==> config.mk <==
export PLATFORM = sky130hd
export DESIGN_NAME = mandelbrot_escape_time_top
export DESIGN_NICKNAME = d
export VERILOG_FILES = /design/src/rtl/core/met_pkg.sv /design/src/rtl/core/met_mul.sv /design/src/rtl/core/met_div.sv /design/src/rtl/core/mandelbrot_escape_time_top.sv
export SDC_FILE = /design/constraint.sdc
export NUM_CORES = 2
export LEC_CHECK = 0
export ABC_AREA = 0
export BUFFER_PORTS_ARGS = -buffer_cell sky130_fd_sc_hd__clkbuf_2
export CAP_MARGIN = 20
export CORE_MARGIN = 4
export CORE_UTILIZATION = 60
export DETAILED_ROUTE_END_ITERATION = 8
export HOLD_SLACK_MARGIN = 0.05
export PLACE_DENSITY = 0.83
export SLEW_MARGIN = 20
export SYNTH_ARGS = -nofsm -noshare
export SYNTH_HDL_FRONTEND = slang
export SYNTH_SLANG_ARGS = --single-unit
==> constraint.sdc <==
create_clock -name clock -period 14.01 [get_ports clock]
set_clock_uncertainty 0.05 [all_clocks]
set_input_delay 1.401 -clock clock [delete_from_list [all_inputs] [get_ports clock]]
set_output_delay 1.401 -clock clock [all_outputs]
set_load 0.03 [all_outputs]
==> src/rtl/core/met_pkg.sv <==
`timescale 1ns / 1ps
// Shared types and constants for the escape-time point evaluator.
// Depends on nothing; every module of the block imports it.

package met_pkg;

   localparam int POINT_W         = 32;
   localparam int LIMIT_W         = 12;
   localparam int PALETTE_INDEX_W = 8;
   localparam int PALETTE_MAX     = 255;
   localparam int REQ_DATA_W      = 64;
   localparam int RSP_DATA_W      = 24;

   localparam logic [LIMIT_W-1:0] LIMIT_RESET = 12'd150;

   // Result item, escaped flag in the lowest bit.
   typedef struct packed {
      logic [PALETTE_INDEX_W-1:0] palette_index;
      logic [LIMIT_W-1:0]         step_count;
      logic                       escaped;
   } result_type;

   localparam int RESULT_W = $bits(result_type);

endpackage

==> src/rtl/core/met_mul.sv <==
`timescale 1ns / 1ps
// Shared fixed-point multiplier: floor(a*b / 2^FRAC_W) in sign-magnitude form,
// one 32-bit slice of the second operand per cycle. Uses met_pkg.

module met_mul #(
   parameter int VALUE_W = 34,
   parameter int MAG_W   = 31,
   parameter int FRAC_W  = 28
) (
   input  logic                      clock,
   input  logic                      reset,
   input  logic                      start,
   input  logic signed [VALUE_W-1:0] op_a,
   input  logic signed [VALUE_W-1:0] op_b,
   output logic                      done,
   output logic signed [VALUE_W-1:0] result
);
   import met_pkg::*;

   localparam int CHUNK_W    = 32;
   localparam int NUM_CHUNKS = (MAG_W + CHUNK_W - 1) / CHUNK_W;
   localparam int PAD_W      = NUM_CHUNKS * CHUNK_W;
   localparam int ACC_W      = MAG_W + PAD_W;
   localparam int PROD_W     = MAG_W + CHUNK_W;
   localparam int CNT_W      = $clog2(NUM_CHUNKS + 1);

   typedef enum logic [1:0] {
      M_IDLE,
      M_ACCUM,
      M_ROUND
   } mul_state_type;

   mul_state_type              state_ff, state_in;
   logic [MAG_W-1:0]           a_mag_ff, a_mag_in;
   logic [PAD_W-1:0]           b_mag_ff, b_mag_in;
   logic                       neg_ff, neg_in;
   logic [ACC_W-1:0]           acc_ff, acc_in;
   logic [CNT_W-1:0]           cnt_ff, cnt_in;
   logic                       done_ff, done_in;
   logic signed [VALUE_W-1:0]  result_ff, result_in;

   logic [VALUE_W-1:0]         abs_a;
   logic [VALUE_W-1:0]         abs_b;
   logic [CHUNK_W-1:0]         chunk;
   logic [PROD_W-1:0]          product;
   logic signed [ACC_W:0]      mag_signed;
   logic signed [ACC_W:0]      prod_signed;
   logic signed [ACC_W:0]      prod_shifted;

   always_comb begin
      abs_a        = op_a[VALUE_W-1] ? VALUE_W'(-op_a) : VALUE_W'(op_a);
      abs_b        = op_b[VALUE_W-1] ? VALUE_W'(-op_b) : VALUE_W'(op_b);
      chunk        = b_mag_ff[PAD_W-1 -: CHUNK_W];
      product      = {{CHUNK_W{1'b0}}, a_mag_ff} * {{MAG_W{1'b0}}, chunk};
      mag_signed   = $signed({1'b0, acc_ff});
      prod_signed  = neg_ff ? -mag_signed : mag_signed;
      prod_shifted = prod_signed >>> FRAC_W;

      state_in  = state_ff;
      a_mag_in  = a_mag_ff;
      b_mag_in  = b_mag_ff;
      neg_in    = neg_ff;
      acc_in    = acc_ff;
      cnt_in    = cnt_ff;
      done_in   = 1'b0;
      result_in = result_ff;

      case (state_ff)
         M_IDLE: begin
            if (start) begin
               a_mag_in = abs_a[MAG_W-1:0];
               b_mag_in = PAD_W'(abs_b[MAG_W-1:0]);
               neg_in   = op_a[VALUE_W-1] ^ op_b[VALUE_W-1];
               acc_in   = '0;
               cnt_in   = CNT_W'(NUM_CHUNKS);
               state_in = M_ACCUM;
            end
         end
         M_ACCUM: begin
            acc_in   = (acc_ff << CHUNK_W) + ACC_W'(product);
            b_mag_in = b_mag_ff << CHUNK_W;
            cnt_in   = cnt_ff - CNT_W'(1);
            if (cnt_ff == CNT_W'(1)) begin
               state_in = M_ROUND;
            end
         end
         M_ROUND: begin
            result_in = prod_shifted[VALUE_W-1:0];
            done_in   = 1'b1;
            state_in  = M_IDLE;
         end
         default: begin
            state_in = M_IDLE;
         end
      endcase
   end

   always_ff @(posedge clock) begin
      if (reset) begin
         state_ff <= M_IDLE;
         done_ff  <= 1'b0;
      end else begin
         state_ff <= state_in;
         done_ff  <= done_in;
      end
      a_mag_ff  <= a_mag_in;
      b_mag_ff  <= b_mag_in;
      neg_ff    <= neg_in;
      acc_ff    <= acc_in;
      cnt_ff    <= cnt_in;
      result_ff <= result_in;
   end

   assign done   = done_ff;
   assign result = result_ff;

endmodule

==> src/rtl/core/met_div.sv <==
`timescale 1ns / 1ps
// Palette index unit: floor(count * PALETTE_ENTRIES / limit), one quotient bit per
// cycle by restoring division, then clamped to the palette. Uses met_pkg.

module met_div #(
   parameter int PALETTE_ENTRIES = 256
) (
   input  logic                                clock,
   input  logic                                reset,
   input  logic                                start,
   input  logic [met_pkg::LIMIT_W-1:0]         count,
   input  logic [met_pkg::LIMIT_W-1:0]         limit,
   output logic                                done,
   output logic [met_pkg::PALETTE_INDEX_W-1:0] index
);
   import met_pkg::*;

   localparam int QUO_W     = $clog2(PALETTE_ENTRIES + 1);
   localparam int NUM_W     = LIMIT_W + QUO_W;
   localparam int CNT_W     = $clog2(QUO_W + 1);
   localparam int INDEX_TOP = (PALETTE_ENTRIES - 1 < PALETTE_MAX) ?
                              PALETTE_ENTRIES - 1 : PALETTE_MAX;

   typedef enum logic [1:0] {
      D_IDLE,
      D_STEP,
      D_CLAMP
   } div_state_type;

   div_state_type                state_ff, state_in;
   logic [LIMIT_W-1:0]           rem_ff, rem_in;
   logic [LIMIT_W-1:0]           divisor_ff, divisor_in;
   logic [QUO_W-1:0]             low_ff, low_in;
   logic [QUO_W-1:0]             quo_ff, quo_in;
   logic [CNT_W-1:0]             cnt_ff, cnt_in;
   logic                         done_ff, done_in;
   logic [PALETTE_INDEX_W-1:0]   index_ff, index_in;

   logic [NUM_W-1:0]             numerator;
   logic [LIMIT_W:0]             trial;
   logic [LIMIT_W:0]             diff;
   logic                         fits;

   always_comb begin
      numerator = NUM_W'(count) * NUM_W'(PALETTE_ENTRIES);
      trial     = {rem_ff, low_ff[QUO_W-1]};
      diff      = trial - {1'b0, divisor_ff};
      fits      = trial >= {1'b0, divisor_ff};

      state_in   = state_ff;
      rem_in     = rem_ff;
      divisor_in = divisor_ff;
      low_in     = low_ff;
      quo_in     = quo_ff;
      cnt_in     = cnt_ff;
      done_in    = 1'b0;
      index_in   = index_ff;

      case (state_ff)
         D_IDLE: begin
            if (start) begin
               rem_in     = numerator[NUM_W-1:QUO_W];
               low_in     = numerator[QUO_W-1:0];
               divisor_in = limit;
               quo_in     = '0;
               cnt_in     = CNT_W'(QUO_W);
               state_in   = D_STEP;
            end
         end
         D_STEP: begin
            rem_in = fits ? diff[LIMIT_W-1:0] : trial[LIMIT_W-1:0];
            low_in = low_ff << 1;
            quo_in = {quo_ff[QUO_W-2:0], fits};
            cnt_in = cnt_ff - CNT_W'(1);
            if (cnt_ff == CNT_W'(1)) begin
               state_in = D_CLAMP;
            end
         end
         D_CLAMP: begin
            index_in = (quo_ff > QUO_W'(INDEX_TOP)) ?
                       PALETTE_INDEX_W'(INDEX_TOP) : PALETTE_INDEX_W'(quo_ff);
            done_in  = 1'b1;
            state_in = D_IDLE;
         end
         default: begin
            state_in = D_IDLE;
         end
      endcase
   end

   always_ff @(posedge clock) begin
      if (reset) begin
         state_ff <= D_IDLE;
         done_ff  <= 1'b0;
      end else begin
         state_ff <= state_in;
         done_ff  <= done_in;
      end
      rem_ff     <= rem_in;
      divisor_ff <= divisor_in;
      low_ff     <= low_in;
      quo_ff     <= quo_in;
      cnt_ff     <= cnt_in;
      index_ff   <= index_in;
   end

   assign done  = done_ff;
   assign index = index_ff;

endmodule

==> src/rtl/core/mandelbrot_escape_time_top.sv <==
`timescale 1ns / 1ps
// Top level of the escape-time point evaluator: sequencer, orbit registers and
// result register. Instantiates met_mul and met_div; uses met_pkg.

// Each point c is iterated as z = z*z + c from z = 0 until |z| exceeds the escape
// radius of 4 or max_iterations steps have run. All products go through one shared
// multiplier, which works through ceil((FRACTION_BITS + 3) / 32) slices of 32 bits;
// an iteration uses three products plus one decision state, since the box test
// shares its state with the start of the second product. An escaped point then
// goes through the palette divider. One point is in flight at a time, and the next
// one is accepted while the previous result waits in the output register.

module mandelbrot_escape_time_top #(
   parameter int PALETTE_ENTRIES = 256,
   parameter int FRACTION_BITS   = 28
) (
   input  logic                           clock,
   input  logic                           reset,
   // point_real [31:0], point_imag [63:32]
   input  logic                           req_tvalid,
   output logic                           req_tready,
   input  logic [met_pkg::REQ_DATA_W-1:0] req_tdata,
   // escaped [0], step_count [12:1], palette_index [20:13], zero fill [23:21]
   output logic                           rsp_tvalid,
   input  logic                           rsp_tready,
   output logic [met_pkg::RSP_DATA_W-1:0] rsp_tdata,
   input  logic                           csr_valid,
   output logic                           csr_ready,
   input  logic [met_pkg::LIMIT_W-1:0]    csr_wdata
);
   import met_pkg::*;

   localparam int WIDE_W  = (FRACTION_BITS + 4 > POINT_W - 1) ? FRACTION_BITS + 4 : POINT_W - 1;
   localparam int Z_W     = WIDE_W + 2;
   localparam int MAG_W   = FRACTION_BITS + 3;

   localparam logic signed [Z_W-1:0] BOUND     = Z_W'(64'd4 << FRACTION_BITS);
   localparam logic signed [Z_W-1:0] NEG_BOUND = -BOUND;
   localparam logic signed [Z_W:0]   RADIUS_SQ = (Z_W + 1)'(64'd16 << FRACTION_BITS);

   typedef enum logic [3:0] {
      S_IDLE,
      S_MUL_XY,
      S_WAIT_XY,
      S_CHECK,
      S_WAIT_XX,
      S_MUL_YY,
      S_WAIT_YY,
      S_SUM,
      S_DIV,
      S_WAIT_DIV,
      S_FINISH
   } seq_state_type;

   seq_state_type                state_ff, state_in;
   logic [LIMIT_W-1:0]           limit_ff, limit_in;
   logic signed [Z_W-1:0]        cr_ff, cr_in;
   logic signed [Z_W-1:0]        ci_ff, ci_in;
   logic signed [Z_W-1:0]        x_ff, x_in;
   logic signed [Z_W-1:0]        y_ff, y_in;
   logic signed [Z_W-1:0]        sqx_ff, sqx_in;
   logic signed [Z_W-1:0]        sqy_ff, sqy_in;
   logic [LIMIT_W-1:0]           count_ff, count_in;
   logic                         esc_ff, esc_in;
   logic [PALETTE_INDEX_W-1:0]   idx_ff, idx_in;
   logic                         rsp_valid_ff, rsp_valid_in;
   result_type                   rsp_ff, rsp_in;

   logic                         mul_start;
   logic signed [Z_W-1:0]        mul_a;
   logic signed [Z_W-1:0]        mul_b;
   logic                         mul_done;
   logic signed [Z_W-1:0]        mul_result;
   logic                         div_start;
   logic                         div_done;
   logic [PALETTE_INDEX_W-1:0]   div_index;

   logic signed [Z_W:0]          sq_sum;
   logic                         out_of_box;

   met_mul #(
      .VALUE_W (Z_W),
      .MAG_W   (MAG_W),
      .FRAC_W  (FRACTION_BITS)
   ) u_mul (
      .clock  (clock),
      .reset  (reset),
      .start  (mul_start),
      .op_a   (mul_a),
      .op_b   (mul_b),
      .done   (mul_done),
      .result (mul_result)
   );

   met_div #(
      .PALETTE_ENTRIES (PALETTE_ENTRIES)
   ) u_div (
      .clock (clock),
      .reset (reset),
      .start (div_start),
      .count (count_ff),
      .limit (limit_ff),
      .done  (div_done),
      .index (div_index)
   );

   always_comb begin
      sq_sum     = {sqx_ff[Z_W-1], sqx_ff} + {sqy_ff[Z_W-1], sqy_ff};
      out_of_box = (x_ff > BOUND) || (x_ff < NEG_BOUND) ||
                   (y_ff > BOUND) || (y_ff < NEG_BOUND);

      state_in     = state_ff;
      limit_in     = csr_valid ? csr_wdata : limit_ff;
      cr_in        = cr_ff;
      ci_in        = ci_ff;
      x_in         = x_ff;
      y_in         = y_ff;
      sqx_in       = sqx_ff;
      sqy_in       = sqy_ff;
      count_in     = count_ff;
      esc_in       = esc_ff;
      idx_in       = idx_ff;
      rsp_valid_in = rsp_valid_ff && !rsp_tready;
      rsp_in       = rsp_ff;
      mul_start    = 1'b0;
      mul_a        = x_ff;
      mul_b        = y_ff;
      div_start    = 1'b0;

      case (state_ff)
         S_IDLE: begin
            if (req_tvalid) begin
               cr_in    = {{(Z_W - POINT_W){req_tdata[POINT_W-1]}}, req_tdata[POINT_W-1:0]};
               ci_in    = {{(Z_W - POINT_W){req_tdata[REQ_DATA_W-1]}},
                           req_tdata[REQ_DATA_W-1:POINT_W]};
               x_in     = '0;
               y_in     = '0;
               sqx_in   = '0;
               sqy_in   = '0;
               count_in = '0;
               esc_in   = 1'b0;
               idx_in   = '0;
               state_in = (limit_ff == '0) ? S_FINISH : S_MUL_XY;
            end
         end
         S_MUL_XY: begin
            mul_start = 1'b1;
            state_in  = S_WAIT_XY;
         end
         S_WAIT_XY: begin
            if (mul_done) begin
               x_in     = sqx_ff - sqy_ff + cr_ff;
               y_in     = (mul_result <<< 1) + ci_ff;
               count_in = count_ff + LIMIT_W'(1);
               state_in = S_CHECK;
            end
         end
         S_CHECK: begin
            if (out_of_box) begin
               esc_in   = 1'b1;
               state_in = S_DIV;
            end else begin
               mul_start = 1'b1;
               mul_b     = x_ff;
               state_in  = S_WAIT_XX;
            end
         end
         S_WAIT_XX: begin
            if (mul_done) begin
               sqx_in   = mul_result;
               state_in = S_MUL_YY;
            end
         end
         S_MUL_YY: begin
            mul_start = 1'b1;
            mul_a     = y_ff;
            state_in  = S_WAIT_YY;
         end
         S_WAIT_YY: begin
            if (mul_done) begin
               sqy_in   = mul_result;
               state_in = S_SUM;
            end
         end
         S_SUM: begin
            if (sq_sum > RADIUS_SQ) begin
               esc_in   = 1'b1;
               state_in = S_DIV;
            end else if (count_ff == limit_ff) begin
               state_in = S_FINISH;
            end else begin
               state_in = S_MUL_XY;
            end
         end
         S_DIV: begin
            div_start = 1'b1;
            state_in  = S_WAIT_DIV;
         end
         S_WAIT_DIV: begin
            if (div_done) begin
               idx_in   = div_index;
               state_in = S_FINISH;
            end
         end
         S_FINISH: begin
            if (!rsp_valid_ff || rsp_tready) begin
               rsp_in.escaped       = esc_ff;
               rsp_in.step_count    = count_ff;
               rsp_in.palette_index = idx_ff;
               rsp_valid_in         = 1'b1;
               state_in             = S_IDLE;
            end
         end
         default: begin
            state_in = S_IDLE;
         end
      endcase
   end

   always_ff @(posedge clock) begin
      if (reset) begin
         state_ff     <= S_IDLE;
         limit_ff     <= LIMIT_RESET;
         rsp_valid_ff <= 1'b0;
      end else begin
         state_ff     <= state_in;
         limit_ff     <= limit_in;
         rsp_valid_ff <= rsp_valid_in;
      end
      cr_ff    <= cr_in;
      ci_ff    <= ci_in;
      x_ff     <= x_in;
      y_ff     <= y_in;
      sqx_ff   <= sqx_in;
      sqy_ff   <= sqy_in;
      count_ff <= count_in;
      esc_ff   <= esc_in;
      idx_ff   <= idx_in;
      rsp_ff   <= rsp_in;
   end

   assign req_tready = (state_ff == S_IDLE);
   assign csr_ready  = 1'b1;
   assign rsp_tvalid = rsp_valid_ff;
   assign rsp_tdata  = {{(RSP_DATA_W - RESULT_W){1'b0}}, rsp_ff};

   a_mul_done_expected: assert property (@(posedge clock) disable iff (reset)
      mul_done |-> (state_ff == S_WAIT_XY || state_ff == S_WAIT_XX ||
                    state_ff == S_WAIT_YY))
      else $error("Multiplier finished while the sequencer was not waiting for it.");

   a_div_done_expected: assert property (@(posedge clock) disable iff (reset)
      div_done |-> state_ff == S_WAIT_DIV)
      else $error("Divider finished while the sequencer was not waiting for it.");

   a_inside_is_black: assert property (@(posedge clock) disable iff (reset)
      rsp_valid_ff && !rsp_ff.escaped |-> rsp_ff.palette_index == '0)
      else $error("A point inside the set carries a nonzero palette index.");

   a_escape_has_steps: assert property (@(posedge clock) disable iff (reset)
      rsp_valid_ff && rsp_ff.escaped |-> rsp_ff.step_count != '0)
      else $error("An escaped point reports zero iterations.");

endmodule
==> results by stage <==
Synth:
- The synthesis warning total is 0.
- By count the netlist is led by sky130_fd_sc_hd__inv_1, sky130_fd_sc_hd__fa_1, sky130_fd_sc_hd__and2_1, sky130_fd_sc_hd__nand2_1, sky130_fd_sc_hd__edfxtp_1.
- A synthesized cell averages 9.657 µm².
- Counting flops with an async set or reset pin after synthesis yields a share of 0.
- The synthesized netlist contains 83 unique library cells.
- The cell area after synthesis is approximately 60,000 µm².
- The synthesized instance count is about 6,200.
- The dominant cell by count in the synthesized netlist is sky130_fd_sc_hd__inv_1.
- After synthesis, the cell types taking the most area are sky130_fd_sc_hd__fa_1, sky130_fd_sc_hd__edfxtp_1, sky130_fd_sc_hd__ha_1.
- The register area share after synthesis is 0.2328.
- The synthesis-stage register bit count is approximately 470.
- The most common flop cell mapped by yosys is sky130_fd_sc_hd__edfxtp_1.
- The top cell type by total area after synthesis is sky130_fd_sc_hd__fa_1.
- The area share of the largest cell type after synthesis is 0.3024.
- The number of enable-type register cells in the synthesized netlist is 448.

STA:
- The total of endpoints with negative setup slack in the final report is 0.
- The number of max-slew violations in the final report is 0.
- The slew of the pin with the lowest slew margin is 1.084 ns.
- The hold violation total from the final report is 0.
- Setup repair after global routing left no endpoint under its margin.
- The aggregate negative setup slack is 0 ns.
- The remaining max-slew budget at the tightest pin is 0.2774.
- Derived from the worst setup path, the maximum achievable clock frequency is 102.6 MHz.
- The worst path needs just under 10 ns of the cycle, external delays included.
- Dividing the final minimum period by the clock period gives 0.6959.

CTS:
- In this run the post-CTS setup repair buffer count came out at 0.
- The clock passes through at most 3 buffers.
- The root buffer selected by CTS is sky130_fd_sc_hd__clkbuf_16.
- The post-cts repair resize count is 0.
- TritonCTS built the clock tree.
- TritonCTS created 52 clock buffers.
- Buffers inserted to repair hold after CTS numbered 0.
- The later-pin clock latency in the skew report is 0.66 ns.
- The register clock-pin slew on the reported worst setup and hold paths is 0.08 ns.
- For this design, the sink count on the clock tree is 471.
- The number of H-tree levels is 2.

Critical path:
- The worst setup path is captured at a flop.
- The family with the most delay on the worst path is adder cells.
- The class of the most critical setup path is reg -> reg.
- The worst setup path endpoint is u_mul.acc_ff[61].
- The cell repeated most along the worst path is sky130_fd_sc_hd__fa_1.
- Counting both buffers and inverters, the worst setup path holds a total of 5.
- The startpoint identified for the worst register-to-register timing path is u_mul.b_mag_ff[15].
- The element type at the critical path start is a flop.
- For this run, the slowest stage of the critical path takes just over 0.8 ns.
- The data arrival at the endpoint of the critical path is 10.09 ns.
- In this run the worst setup path begins at u_mul.b_mag_ff[15].
- The slowest stage cell on the critical path is sky130_fd_sc_hd__edfxtp_1.
- The cell count of the worst reg-to-reg path is 25.
- The endpoint of the worst-slack reg-to-reg timing path is u_mul.acc_ff[61].
- Of all nets on the critical path, the largest fanout is 16.
- The worst endpoint required time is 14.35 ns.
- Setup slack on the worst reg-to-reg path comes out at 4.26 ns.
- Counting buffers and inverters, the worst setup path is 25 cells deep.

Floorplan:
- The row count is 115.
- The number of top-level pins is about 110.
- The floorplan step defined a die boundary enclosing about 100,000 µm².
- The core region area is ~100,000 µm².
- The die is 323.6 µm tall.
- The die width is 323.6 µm.
- The starting utilization of the core area is 0.6064.

Place:
- The number of port buffers is 103.
- After detailed placement, the design holds a cell count of 7,379.
- Detailed placement ended at an HPWL of between 100 and 150 mm.
- The congestion estimate from routability-driven global placement came to 1.010.

Detailed routing:
- The detailed router placed 44,720 vias in this run.
- The remaining number of nets flagged by the antenna check after routing is 0.
- The number of DRC markers in iteration 0 is 4,204.
- In the final routed layout, each cell accounts on average for 23.43 µm.
- The overall routed net length is 175.2 mm.
- In the routed design, unresolved DRC markers number 0.
- Dividing the detail-routed via count by the number of cells gives 5.982.
- The pre-antenna-repair detailed-routing pass consisted of 7 iterations.

GRT:
- Entering global routing, the biggest net connects 77 pins.
- The via count of the first global-routing pass is 46,720.
- The global routing usage summed across all routing layers is 0.3432.
- The total congestion overflow is 0.
- The first global-routing pass estimated 272.2 mm of wire.
- The number of antenna violations at the first check in global routing is 2.

Cells and area:
- The final layout contains between 7,000 and 8,000 nets.
- The number of filler instances in the final layout is 7,771.
- The fraction of the core area covered by cells at the end of the flow is 0.6427.
- The share of cells above drive strength 1 is 0.05542.
- The multi-input gate area in the final layout is just over 40,000 µm².
- The antenna diode instance count is 0.
- The layout-stage area growth over the synthesis result is 5.983%.
- Leaving out filler cells and counting taps, the final layout contains 7,476.
- In the final layout, flip-flops and latches occupy 13,910 µm².

Outcome:
- The run finished with clean final reports.

Flow run:
- The number of max-capacitance violations reported is 0.

Min path:
- The classification of the worst-slack hold path is reg -> reg.
[sequential cells by signal, summed over array words and instances (netlist names), 31 cells and up]
register / flops
u_mul.b_mag_ff: 31
u_mul.result: 34
u_mul.a_mag_ff: 31
u_mul.acc_ff: 62
sqy_ff: 34
x_ff: 34
ci_ff: 32
y_ff: 34
cr_ff: 32
sqx_ff: 34
[metrics by stage]
step                worst slack [ns]  hold slack, ns  instance area [µm²]
floorplan                      6.216          0.3503                59780
global placement               4.503          0.3736                61510
detailed placement             4.416          0.3765                61510
CTS                            4.420          0.3987                63300
global route                   3.893          0.4050                63350
finish                         4.260          0.4016                63350
[cells by family (layout without fill, tap and decap cells)]
logic type,after synthesis,after routing,share of synthesized area
compound gates,661,661,0.07289
mux,91,91,0.01541
fa+ha+maj,1285,1285,0.3824
flops,471,471,0.2328
xor+xnor,222,222,0.03253
buf+inv,1487,1485,0.09376
simple gates,1970,1970,0.1701
other cells,2,4,0.0001256
[worst reg2reg max path: stages (launching register included)]
cell	delay, ns
sky130_fd_sc_hd__edfxtp_1	0.81
sky130_fd_sc_hd__buf_4	0.36
sky130_fd_sc_hd__and2_1	0.19
sky130_fd_sc_hd__fa_1	0.44
sky130_fd_sc_hd__fa_1	0.49
sky130_fd_sc_hd__fa_1	0.52
sky130_fd_sc_hd__inv_1	0.05
sky130_fd_sc_hd__fa_1	0.48
sky130_fd_sc_hd__inv_1	0.05
sky130_fd_sc_hd__fa_1	0.48
sky130_fd_sc_hd__fa_1	0.56
sky130_fd_sc_hd__fa_1	0.53
sky130_fd_sc_hd__inv_1	0.06
sky130_fd_sc_hd__fa_1	0.48
sky130_fd_sc_hd__inv_1	0.04
sky130_fd_sc_hd__ha_1	0.36
sky130_fd_sc_hd__and3_1	0.22
sky130_fd_sc_hd__and2_1	0.15
sky130_fd_sc_hd__nand2_1	0.06
sky130_fd_sc_hd__o21ai_0	0.58
sky130_fd_sc_hd__a31oi_1	0.37
sky130_fd_sc_hd__o31ai_1	0.78
sky130_fd_sc_hd__a2111oi_0	0.36
sky130_fd_sc_hd__nor3_1	0.61
sky130_fd_sc_hd__a41oi_1	0.24
sky130_fd_sc_hd__mux2i_1	0.16
[area by class of cell]
class / instances / share of cell area
well taps: 1287 / 0.02542
multi-input cells: 4233 / 0.6369
clock inverters: 36 / 0.006814
repair buffers: 188 / 0.01857
flip-flops and latches: 471 / 0.2196
clock buffers: 58 / 0.02139
inverters: 1203 / 0.07128
[per-layer routing]
metal	vias up	GRT usage	part of all wire
met4	0	0.2183	0.081
li1	19490	-	-
met2	2172	0.5801	0.48
met3	589	0.05004	0.078
met1	22470	0.4159	0.36
met5	-	0	0
[how the worst min path moves through the flow]
| stage | start | endpoint | slack (ns) | depth (start not counted) |
|---|---|---|---|---|
| final | idx_ff[1] | rsp_tdata[14] | 0.40 | 0 |
| after global routing | idx_ff[0] | rsp_tdata[13] | 0.41 | 0 |
| after CTS | idx_ff[0] | rsp_tdata[13] | 0.40 | 0 |
| after detailed placement | idx_ff[0] | rsp_tdata[13] | 0.38 | 0 |
| after global placement | idx_ff[1] | rsp_tdata[14] | 0.37 | 0 |
| after floorplan | esc_ff | rsp_tdata[0] | 0.35 | 0 |
[cells in the final DEF, fill, tap and decap left out, types with 36 or more instances in the layout]
cell                           n
sky130_fd_sc_hd__nor2_1      287
sky130_fd_sc_hd__mux2i_1      83
sky130_fd_sc_hd__inv_1      1202
sky130_fd_sc_hd__a31oi_1      43
sky130_fd_sc_hd__a21oi_1     160
sky130_fd_sc_hd__nor3_1      100
sky130_fd_sc_hd__ha_1        382
sky130_fd_sc_hd__nand2_1     556
sky130_fd_sc_hd__nand3_1      44
sky130_fd_sc_hd__a21o_1       82
sky130_fd_sc_hd__fa_1        903
sky130_fd_sc_hd__xor2_1       81
sky130_fd_sc_hd__and3_1       38
sky130_fd_sc_hd__buf_4        82
sky130_fd_sc_hd__and2_1      686
sky130_fd_sc_hd__clkbuf_16    53
sky130_fd_sc_hd__xnor2_1     141
sky130_fd_sc_hd__o21ai_0     124
sky130_fd_sc_hd__nor2b_1      36
sky130_fd_sc_hd__edfxtp_1    448
sky130_fd_sc_hd__clkbuf_2    103
Power is left out: the tool's default activity adds up to more than one toggle a clock period on the data nets, which glitch-free logic cannot reach.
